==> src/hdl/hta_pkg.sv <==
package hta_pkg;

	// Size of the fixed timer table and field widths.
	localparam int MaxTimers = 6;
	localparam int SlotW     = 3;
	localparam int IdW       = 30;
	localparam int SrcW      = 4;
	localparam int SizeW     = 6;
	localparam int PreW      = 16;
	localparam int IrqW      = 5;

	// Request codes.
	localparam logic [1:0] REQ_ALLOC  = 2'd0;
	localparam logic [1:0] REQ_REFER  = 2'd1;
	localparam logic [1:0] REQ_FREE   = 2'd2;
	localparam logic [1:0] REQ_LOOKUP = 2'd3;

	// Clock source bits.
	localparam logic [SrcW-1:0] SRC_SYS   = 4'b0001;
	localparam logic [SrcW-1:0] SRC_PIX   = 4'b0010;
	localparam logic [SrcW-1:0] SRC_HLINE = 4'b0100;
	localparam logic [SrcW-1:0] SRC_HOLD  = 4'b1000;

	// Timer table, in scan order. The id of a timer is its base shifted right by two.
	localparam logic [31:0] TimerBase [MaxTimers] = '{
		32'hBF801120, 32'hBF8014A0, 32'hBF801490,
		32'hBF801480, 32'hBF801100, 32'hBF801110
	};
	localparam logic [SrcW-1:0] TimerSrc [MaxTimers] = '{
		SRC_SYS, SRC_SYS, SRC_SYS,
		SRC_SYS | SRC_HLINE,
		SRC_SYS | SRC_PIX | SRC_HOLD,
		SRC_SYS | SRC_HLINE | SRC_HOLD
	};
	localparam logic [SizeW-1:0] TimerSize [MaxTimers] = '{
		6'd16, 6'd32, 6'd32, 6'd32, 6'd16, 6'd16
	};
	localparam logic [PreW-1:0] TimerPre [MaxTimers] = '{
		16'd8, 16'd256, 16'd256, 16'd1, 16'd1, 16'd1
	};
	localparam logic [IrqW-1:0] TimerIrq [MaxTimers] = '{
		5'd6, 5'd16, 5'd15, 5'd14, 5'd4, 5'd5
	};

	typedef struct packed {
		logic            status;
		logic [IdW-1:0]  granted_id;
		logic [SlotW-1:0] slot_index;
		logic [IrqW-1:0] irq_line;
	} result_t;

	// Change to the held flags caused by one request.
	typedef struct packed {
		logic             set_en;
		logic             clr_en;
		logic [SlotW-1:0] slot;
	} upd_t;

endpackage

==> src/hdl/hard_timer_allocator_core.sv <==
// Channel   | Handshake          | Payload
// ----------+--------------------+-------------------------------------------------------
// request   | start, busy        | req_type, source_mask, counter_size, min_prescale,
//           |                    | timer_handle
// result    | done (one cycle)   | status, granted_id, slot_index, irq_line
//
// A request is taken on every clock edge where start is high and busy is low, one per cycle.
// It is held in the request register. On the next edge, one pass through the table
// match logic fills the result register, and done is high for the cycle after that edge.
// Reset clears the held flags and both valid bits; busy is set by reset, cleared at the
// next clock edge and low afterward, so requests are stalled only while busy is high.
// The receiver cannot stall; each result is shown for exactly one cycle.

module hard_timer_allocator_core #(
	parameter int NUM_TIMERS = hta_pkg::MaxTimers
) (
	input  logic                        clk,
	input  logic                        arst_n,
	input  logic                        start,
	output logic                        busy,
	input  logic [1:0]                  req_type,
	input  logic [hta_pkg::SrcW-1:0]    source_mask,
	input  logic [hta_pkg::SizeW-1:0]   counter_size,
	input  logic [hta_pkg::PreW-1:0]    min_prescale,
	input  logic [hta_pkg::IdW-1:0]     timer_handle,
	output logic                        done,
	output logic                        status,
	output logic [hta_pkg::IdW-1:0]     granted_id,
	output logic [hta_pkg::SlotW-1:0]   slot_index,
	output logic [hta_pkg::IrqW-1:0]    irq_line
);

	// Request register.
	logic                        valid_s1;
	logic [1:0]                  req_type_s1;
	logic [hta_pkg::SrcW-1:0]    source_mask_s1;
	logic [hta_pkg::SizeW-1:0]   counter_size_s1;
	logic [hta_pkg::PreW-1:0]    min_prescale_s1;
	logic [hta_pkg::IdW-1:0]     timer_handle_s1;

	// One flag per timer: set while the timer is allocated.
	logic [NUM_TIMERS-1:0]       held_q;
	logic                        busy_q;

	// Result register.
	logic                        done_q;
	hta_pkg::result_t            result_q;

	hta_pkg::result_t            result;
	hta_pkg::upd_t               upd;
	logic                        accept;

	assign accept = start && !busy_q;
	assign busy   = busy_q;

	always_ff @(posedge clk or negedge arst_n) begin
		if (!arst_n) begin
			busy_q <= 1'b1;
		end else begin
			busy_q <= 1'b0;
		end
	end

	always_ff @(posedge clk or negedge arst_n) begin
		if (!arst_n) begin
			valid_s1 <= 1'b0;
		end else begin
			valid_s1 <= accept;
		end
	end

	always_ff @(posedge clk) begin
		if (accept) begin
			req_type_s1     <= req_type;
			source_mask_s1  <= source_mask;
			counter_size_s1 <= counter_size;
			min_prescale_s1 <= min_prescale;
			timer_handle_s1 <= timer_handle;
		end
	end

	// The match sees the held flags as left by the request just before, since those
	// flags update on the same edge that registers that request's result.
	hta_match #(
		.NumTimers (NUM_TIMERS)
	) u_match (
		.req_type     (req_type_s1),
		.source_mask  (source_mask_s1),
		.counter_size (counter_size_s1),
		.min_prescale (min_prescale_s1),
		.timer_handle (timer_handle_s1),
		.held         (held_q),
		.result       (result),
		.upd          (upd)
	);

	always_ff @(posedge clk or negedge arst_n) begin
		if (!arst_n) begin
			held_q <= '0;
		end else if (valid_s1) begin
			for (int k = 0; k < NUM_TIMERS; k++) begin
				if (upd.slot == hta_pkg::SlotW'(k)) begin
					if (upd.set_en) begin
						held_q[k] <= 1'b1;
					end else if (upd.clr_en) begin
						held_q[k] <= 1'b0;
					end
				end
			end
		end
	end

	always_ff @(posedge clk or negedge arst_n) begin
		if (!arst_n) begin
			done_q <= 1'b0;
		end else begin
			done_q <= valid_s1;
		end
	end

	always_ff @(posedge clk) begin
		if (valid_s1) begin
			result_q <= result;
		end
	end

	assign done       = done_q;
	assign status     = result_q.status;
	assign granted_id = result_q.granted_id;
	assign slot_index = result_q.slot_index;
	assign irq_line   = result_q.irq_line;

endmodule

==> src/hdl/hta_match.sv <==
module hta_match #(
	parameter int NumTimers = hta_pkg::MaxTimers
) (
	input  logic [1:0]                  req_type,
	input  logic [hta_pkg::SrcW-1:0]    source_mask,
	input  logic [hta_pkg::SizeW-1:0]   counter_size,
	input  logic [hta_pkg::PreW-1:0]    min_prescale,
	input  logic [hta_pkg::IdW-1:0]     timer_handle,
	input  logic [NumTimers-1:0]        held,
	output hta_pkg::result_t            result,
	output hta_pkg::upd_t               upd
);

	logic [NumTimers-1:0]         alloc_hit;
	logic [NumTimers-1:0]         refer_hit;
	logic [NumTimers-1:0]         id_hit;
	logic                         alloc_found;
	logic                         refer_found;
	logic                         id_found;
	logic [hta_pkg::SlotW-1:0]    alloc_slot;
	logic [hta_pkg::SlotW-1:0]    refer_slot;
	logic [hta_pkg::SlotW-1:0]    id_slot;
	logic [hta_pkg::IdW-1:0]      alloc_id;
	logic [hta_pkg::IdW-1:0]      refer_id;
	logic [hta_pkg::IrqW-1:0]     id_irq;
	logic                         id_held;

	// Per-timer match conditions, all evaluated in parallel.
	always_comb begin
		for (int k = 0; k < NumTimers; k++) begin
			refer_hit[k] = ((source_mask & hta_pkg::TimerSrc[k]) != '0)
				&& (counter_size == hta_pkg::TimerSize[k])
				&& (hta_pkg::TimerPre[k] >= hta_pkg::PreW'(1));
			alloc_hit[k] = ((source_mask & hta_pkg::TimerSrc[k]) != '0)
				&& (counter_size == hta_pkg::TimerSize[k])
				&& (hta_pkg::TimerPre[k] >= min_prescale)
				&& !held[k];
			id_hit[k] = (hta_pkg::TimerBase[k][31:2] == timer_handle);
		end
	end

	// Priority pick: walking from the last slot down leaves the lowest hit.
	always_comb begin
		alloc_found = 1'b0;
		refer_found = 1'b0;
		id_found    = 1'b0;
		alloc_slot  = '0;
		refer_slot  = '0;
		id_slot     = '0;
		alloc_id    = '0;
		refer_id    = '0;
		id_irq      = '0;
		id_held     = 1'b0;
		for (int k = NumTimers - 1; k >= 0; k--) begin
			if (alloc_hit[k]) begin
				alloc_found = 1'b1;
				alloc_slot  = hta_pkg::SlotW'(k);
				alloc_id    = hta_pkg::TimerBase[k][31:2];
			end
			if (refer_hit[k]) begin
				refer_found = 1'b1;
				refer_slot  = hta_pkg::SlotW'(k);
				refer_id    = hta_pkg::TimerBase[k][31:2];
			end
			if (id_hit[k]) begin
				id_found = 1'b1;
				id_slot  = hta_pkg::SlotW'(k);
				id_irq   = hta_pkg::TimerIrq[k];
				id_held  = held[k];
			end
		end
	end

	always_comb begin
		result = '{status: 1'b1, granted_id: '0, slot_index: '0, irq_line: '0};
		upd    = '{set_en: 1'b0, clr_en: 1'b0, slot: '0};
		unique case (req_type)
			hta_pkg::REQ_ALLOC: begin
				if (alloc_found) begin
					result.status     = 1'b0;
					result.granted_id = alloc_id;
					result.slot_index = alloc_slot;
					upd.set_en        = 1'b1;
					upd.slot          = alloc_slot;
				end
			end
			hta_pkg::REQ_REFER: begin
				if (refer_found) begin
					result.status     = 1'b0;
					result.granted_id = refer_id;
					result.slot_index = refer_slot;
				end
			end
			hta_pkg::REQ_FREE: begin
				if (id_found && id_held) begin
					result.status     = 1'b0;
					result.slot_index = id_slot;
					upd.clr_en        = 1'b1;
					upd.slot          = id_slot;
				end
			end
			hta_pkg::REQ_LOOKUP: begin
				if (id_found) begin
					result.status     = 1'b0;
					result.slot_index = id_slot;
					result.irq_line   = id_irq;
				end
			end
			default: begin
				result.status = 1'b1;
			end
		endcase
	end

endmodule
==> config.mk <==
export PLATFORM = sky130hd
export DESIGN_NAME = hard_timer_allocator_core
export DESIGN_NICKNAME = d
export VERILOG_FILES = /design/src/hdl/hta_pkg.sv /design/src/hdl/hard_timer_allocator_core.sv /design/src/hdl/hta_match.sv
export SDC_FILE = /design/constraint.sdc
export NUM_CORES = 1
export LEC_CHECK = 0
export BUFFER_PORTS_ARGS = -buffer_cell sky130_fd_sc_hd__buf_2
export CAP_MARGIN = 15
export CORE_ASPECT_RATIO = 1.4
export CORE_MARGIN = 2
export CORE_UTILIZATION = 40
export DETAILED_ROUTE_END_ITERATION = 7
export PLACE_DENSITY = 0.61
export SLEW_MARGIN = 20
export SYNTH_ARGS = -nofsm -noshare
export SYNTH_HDL_FRONTEND = slang
export SYNTH_SLANG_ARGS = --single-unit
==> constraint.sdc <==
create_clock -name clk -period 5.81 [get_ports clk]
set_input_delay 0.8715 -clock clk [delete_from_list [all_inputs] [get_ports clk]]
set_output_delay 0.8715 -clock clk [all_outputs]
set_load 0.02 [all_outputs]
### After elaboration in Yosys (flattened, before gate mapping)

Cells that the tools add are included.

* flip-flop bits (word level): 106
* input bits: 61
* word-level logic and storage cells: 155
* output and inout port bits: 41

* reductions and logical operators: 40
* equal/unequal tests: 16
* mux-type cells: 74
* magnitude comparators: 3
* bitwise operators: 2

Operators with widths (number)
* 30-bit 2-to-1 mux: 11
* 30-bit == test (first input constant): 6
* 34-bit 2-to-1 mux: 2
* 3-bit 2-to-1 mux: 21
* 30-bit case mux with 2 select lines: 1
* 1-bit 2-to-1 mux: 30
* 1-bit logical AND: 18
* 3-bit AND reduction: 6
* 1-bit by 16-bit >= comparator with 1-bit output (first input constant): 1
* 4-bit by 16-bit >= comparator with 1-bit output (first input constant): 1
* 9-bit by 16-bit >= comparator with 1-bit output (first input constant): 1
* 4-bit 2-to-1 mux: 3
* 3-bit case mux with 4 select lines: 1
* 4-bit nonzero test: 3
* 5-bit 2-to-1 mux: 2
* 8-bit 2-to-1 mux: 1
* 1-bit logical NOT: 7
* 3-bit by 2-bit == test with 1-bit output (second input constant): 2
* 3-bit == test (second input constant): 2
* 6-bit by 5-bit == test with 1-bit output (second input constant): 1
* 6-bit == test (second input constant): 1
* 3-bit case mux with 2 select lines: 1
* 2-bit == test (second input constant): 2
* 1-bit case mux with 4 select lines: 1
* other kinds (9): 10

### Logic depth before layout (Yosys ltp)

* word-level depth: 14
* mapped depth: 9
* depth with buffers taken out: 7

### Modules after synthesis

From an unflattened synthesis, not the netlist that was laid out.

* cell total of the unflattened synthesis: 282
* area, all modules: 4326.6 um^2

Modules (own cells, without submodules)
* hard_timer_allocator_core: cells each 124, sequential area each 3139.3 um^2, area each 3283.1 um^2, instances 1
* hta_match: cells each 158, sequential area each 0.0 um^2, area each 1043.5 um^2, instances 1

### Worst setup path after synthesis

Ideal clock, no wire load.

* path kind: in2reg
* start: input port start
* end: register counter_size_s1[0] (netlist bit), enable pin
* data required time: 5328 ps
* stages on the path: 1
* library setup time: 482 ps
* data arrival time: 3455 ps
* path slack: 1873 ps
* path buffers: 0
* cell sequence: nor2b_1

* longest elaborated chain between the ends: 1

RTL lines
* start: declaration: RTL line hard_timer_allocator_core.sv:19 `input logic start,`
* 1-bit logical AND: RTL line hard_timer_allocator_core.sv:53 `assign accept = start && !busy_q;`
* end signal: assignment: RTL line hard_timer_allocator_core.sv:76 `counter_size_s1 <= counter_size;`
* end: declaration: RTL line hard_timer_allocator_core.sv:37 `logic [hta_pkg::SizeW-1:0] counter_size_s1;`

No other way between the ends.
A chain may end at the register's enable or synchronous reset.

### Worst setup path after layout

* start: register timer_handle_s1[13] (netlist bit)
* end: register held_q[4]

* longest elaborated chain between the ends: 12
* elaborated cells between the ends (all ways): 31
* those cells by class: eq/ne (7); mux (21); reduce/logical (3)

RTL lines
* start: declaration: RTL line hard_timer_allocator_core.sv:39 `logic [hta_pkg::IdW-1:0] timer_handle_s1;`
* start signal: assignment: RTL line hard_timer_allocator_core.sv:78 `timer_handle_s1 <= timer_handle;`
* 30-bit == test: RTL line hta_match.sv:38 `id_hit[k] = (hta_pkg::TimerBase[k][31:2] == timer_handle);`
* 1-bit 2-to-1 mux (6 in a row): RTL line hta_match.sv:65 `if (id_hit[k]) begin`
* 1-bit logical AND: RTL line hta_match.sv:95 `if (id_found && id_held) begin`
* 4-bit 2-to-1 mux (*): RTL line hta_match.sv:95
* 3-bit case mux with 2 select lines / 1-bit 2-to-1 mux (equally long branches): RTL line hta_match.sv:77 `unique case (req_type)`
* 3-bit == test / 2-bit nonzero test (equally long branches)
* 3-bit AND reduction (no source line) (*)
* end signal: assignment: RTL line hard_timer_allocator_core.sv:99 `held_q <= '0;`
* end signal: indexed assignment: RTL line hard_timer_allocator_core.sv:104 `held_q[k] <= 1'b1;`
* end signal: indexed assignment: RTL line hard_timer_allocator_core.sv:106 `held_q[k] <= 1'b0;`
* end: declaration: RTL line hard_timer_allocator_core.sv:42 `logic [NUM_TIMERS-1:0] held_q;`

Mark *: on every way between the ends. The rest lies on a longest branch, timed or not.

==> impl_metrics.csv <==
group,metric,value,unit
synthesis,ys_ff_latch,81,
synthesis,ys_types,65,
clock_tree,numClockSinks,81,
drt,drt_iter0_drc,181,
power_and_ir_drop,swShare,20.6,%
cells_and_area,fillers,814,
global_routing,overflow,0,
timing,rsz0062_at_grt,"no",
timing,fin_crit_sh,52.7,%
clock_tree,cts_buffers,9,
clock_tree,cts_tree,"done",
power_and_ir_drop,clock_power_share,40.5,%
cells_and_area,layout-drive-gt1-share,33.0,%
timing,layout_min_cycle_time,3.06,ns
cells_and_area,finish.utilization,48.7,%
synthesis,seq_area_frac_synth,64.7,%
drt,ant_nets,0,
clock_tree,cts_hold_buf,0,
run,maxCapViolCount,0,
run_status,status,"finished clean",
timing,fin_skew,0.00566,ns
floorplan,core-area,8980,sq um
cells_and_area,num-nets-final,417,
clock_tree,cts_setup_buffers,0,
timing,slew_headroom,53.2,%
timing,slew_violations,0,
clock_tree,cts_max_level,3,
global_routing,grt_pass1_vias,2417,
drt,vias,2460,
placed_design,place.gp.congestion,0.812,
global_routing,antenna_found_initial,0,
cells_and_area,layout_common_cells,"85 x buf_2, 72 x edfxtp_1, 18 x nor2_1, 17 x conb_1",
drt,first_pass_iters,4,
synthesis,synth_ff_type,"edfxtp_1",
power_and_ir_drop,peakVddDrop,0.199,mV
setup_path,crit_required,6.03,ns
global_routing,grtUsageTotal,15.0,%
power_and_ir_drop,powerDensity,284,nW/um^2
clock_tree,clk_latency,0.33,ns
drt,via_per_inst,5.26,
cells_and_area,layout_commonest_cell,"buf_2",
floorplan,placement_rows,41,
power_and_ir_drop,intPower,0.984,mW
placed_design,place_hpwl,5.30,mm
power_and_ir_drop,power_leakage,1.61,nW
setup_path,cp_max_fo,4,
cells_and_area,diodes,0,
power_and_ir_drop,p_switching,0.256,mW
floorplan,io_pins,102,
synthesis,async_reset_ff_share,11.1,%
synthesis,syn_inst,275,
synthesis,synth_edf_count,72,
drt,drcViolationCount,0,
global_routing,grt_start_max_net_pins,60,
drt,wl_per_cell,15.0,um
power_and_ir_drop,comb_power_share,5.4,%
timing,fin_setup_tns,0,ns
setup_path,path_cells,"or4_1 > or4_1 > or4_1 > a211oi_1 > o21ai_0 > nor2_1 > mux2_2",
floorplan,initial_core_util,41.1,%
global_routing,grt_pass1_wl,11.7,mm
drt,wl,7.04,mm
setup_path,end_kind,"register",
clock_tree,clock-root-buffer,"clkbuf_16",
synthesis,netlist_area,3690,sq um
clock_tree,clk_pin_slew,0.06,ns
setup_path,path_class,"register to register",
clock_tree,ctsLongestPathBuffers,2,
timing,hold_ws,0.389,ns
floorplan,die_h,118,um
setup_path,cp_slowest_cell,"or4_1",
setup_path,cpMostUsedCell,"or4_1",
setup_path,startpoint_type,"register",
floorplan,die_w,85.2,um
min_path,hold_class,"input pin to async pin",
placed_design,portBuffers,85,
power_and_ir_drop,p_seq_share,54.1,%
setup_path,max_stage_delay,0.58,ns
synthesis,yosys_warnings,0,
setup_path,crit_arrival,3.28,ns
cells_and_area,syn_to_final_growth,18.3,%
timing,finalHoldViolCount,0,
timing,tightest_slew,0.703,ns
timing,max_freq,0.327,GHz
synthesis,syn_area_per_cell,13.4,sq um
timing,finalSetupViolations,0,
floorplan,dieArea,10000,sq um
clock_tree,ctsResizeCount,0,
[path summary, 6_finish.rpt]
kind / start / endpoint / slack [ns] / cells past startpoint
setup / recovery: timer_handle_s1[13]$_DFFE_PP_ / held_q[4]$_DFFE_PN0P_ / 2.75 / 7
hold / removal: arst_n / held_q[4]$_DFFE_PN0P_ / 0.39 / 1
setup reg to reg: timer_handle_s1[13]$_DFFE_PP_ / held_q[4]$_DFFE_PN0P_ / 2.75 / 7
hold reg to reg: held_q[0]$_DFFE_PN0P_ / held_q[0]$_DFFE_PN0P_ / 0.59 / 1
max in group asynchronous: arst_n / busy$_DFF_PN1_ / 5.17 / 1
min in group clk: held_q[0]$_DFFE_PN0P_ / held_q[0]$_DFFE_PN0P_ / 0.59 / 1
[final cells by class]
| type | instances | area (sq um) | share of cell area (%) |
|---|---|---|---|
| repair buffers | 86 | 433 | 9.91 |
| well taps | 107 | 134 | 3.06 |
| clock buffers | 13 | 250 | 5.73 |
| multi-input cells | 175 | 1140 | 26.0 |
| clock inverters | 3 | 16.3 | 0.372 |
| inverters | 3 | 11.3 | 0.258 |
| flip-flops and latches | 81 | 2390 | 54.7 |
[synthesized netlist by cell type, drive strengths merged, types with 6 or more instances]
cell type	count	area [sq um]
buf	28	209
or4	12	97.6
nor4	10	62.6
or2	6	40.0
a21oi	8	40.0
nor3	9	45.0
edfxtp	72	2160
or3	6	38.8
nand4b	6	52.6
o21ai	7	35.0
nor2	18	67.6
dfrtp	8	200
nand3	7	35.0
nand2	8	30.0
[cells by family after synthesis]
kind of cell / synth area share (%)
AO/OA/AOI/OAI: 9.59
buffers and inverters: 6.37
flip-flops: 64.7
multiplexers: 1.49
other: 0.102
AND/OR/NAND/NOR: 17.8
[stage by stage]
step / worst slack [ns] / std cells / power, mW / area, sq um
4_1_cts: 2.75 / 468 / 1.25 / 4370
2_1_floorplan: 1.87 / 291 / 0.728 / 3750
3_5_place_dp: 2.76 / 452 / 0.751 / 4100
3_3_place_gp: 2.82 / 452 / 0.749 / 4100
5_1_grt: 2.55 / 468 / 1.29 / 4370
6_report: 2.75 / 468 / 1.24 / 4370
[worst max-delay path: cells and delay by family, from the launching register on]
kind	cells	cell delay, ns
and+or+nand+nor	4	1.71
DFF	1	0.34
AOI/OAI and AO/OA	2	0.57
muxes	1	0.34
[registers in the layout, summed over array words and instances (netlist names), 3 cells and up]
register	count
slot_index	3
irq_line	5
counter_size_s1	6
held_q	6
source_mask_s1	4
granted_id	5
timer_handle_s1	30
min_prescale_s1	16
[metal layers]
metal / wire length [um] / share of wire [%] / track usage (%) / vias up
li1: - / - / - / 1213
met1: 2830 / 40 / 17.9 / 1138
met2: 3710 / 53 / 25.6 / 101
met3: 413 / 5.9 / 3.23 / 8
met4: 87 / 1.2 / 6.55 / 0
met5: 0 / 0 / 0 / -
[power by group through the flow]
stage / Combinational (mW) / Sequential, mW / Clock [mW]
after detailed placement: 0.0675 / 0.683 / 0
after global routing: 0.0744 / 0.673 / 0.544
after CTS: 0.0677 / 0.671 / 0.516
final: 0.0671 / 0.671 / 0.502
after global placement: 0.0664 / 0.682 / 0
after floorplan: 0.0435 / 0.685 / 0
No activity file was read; power rests on OpenSTA's default activity.
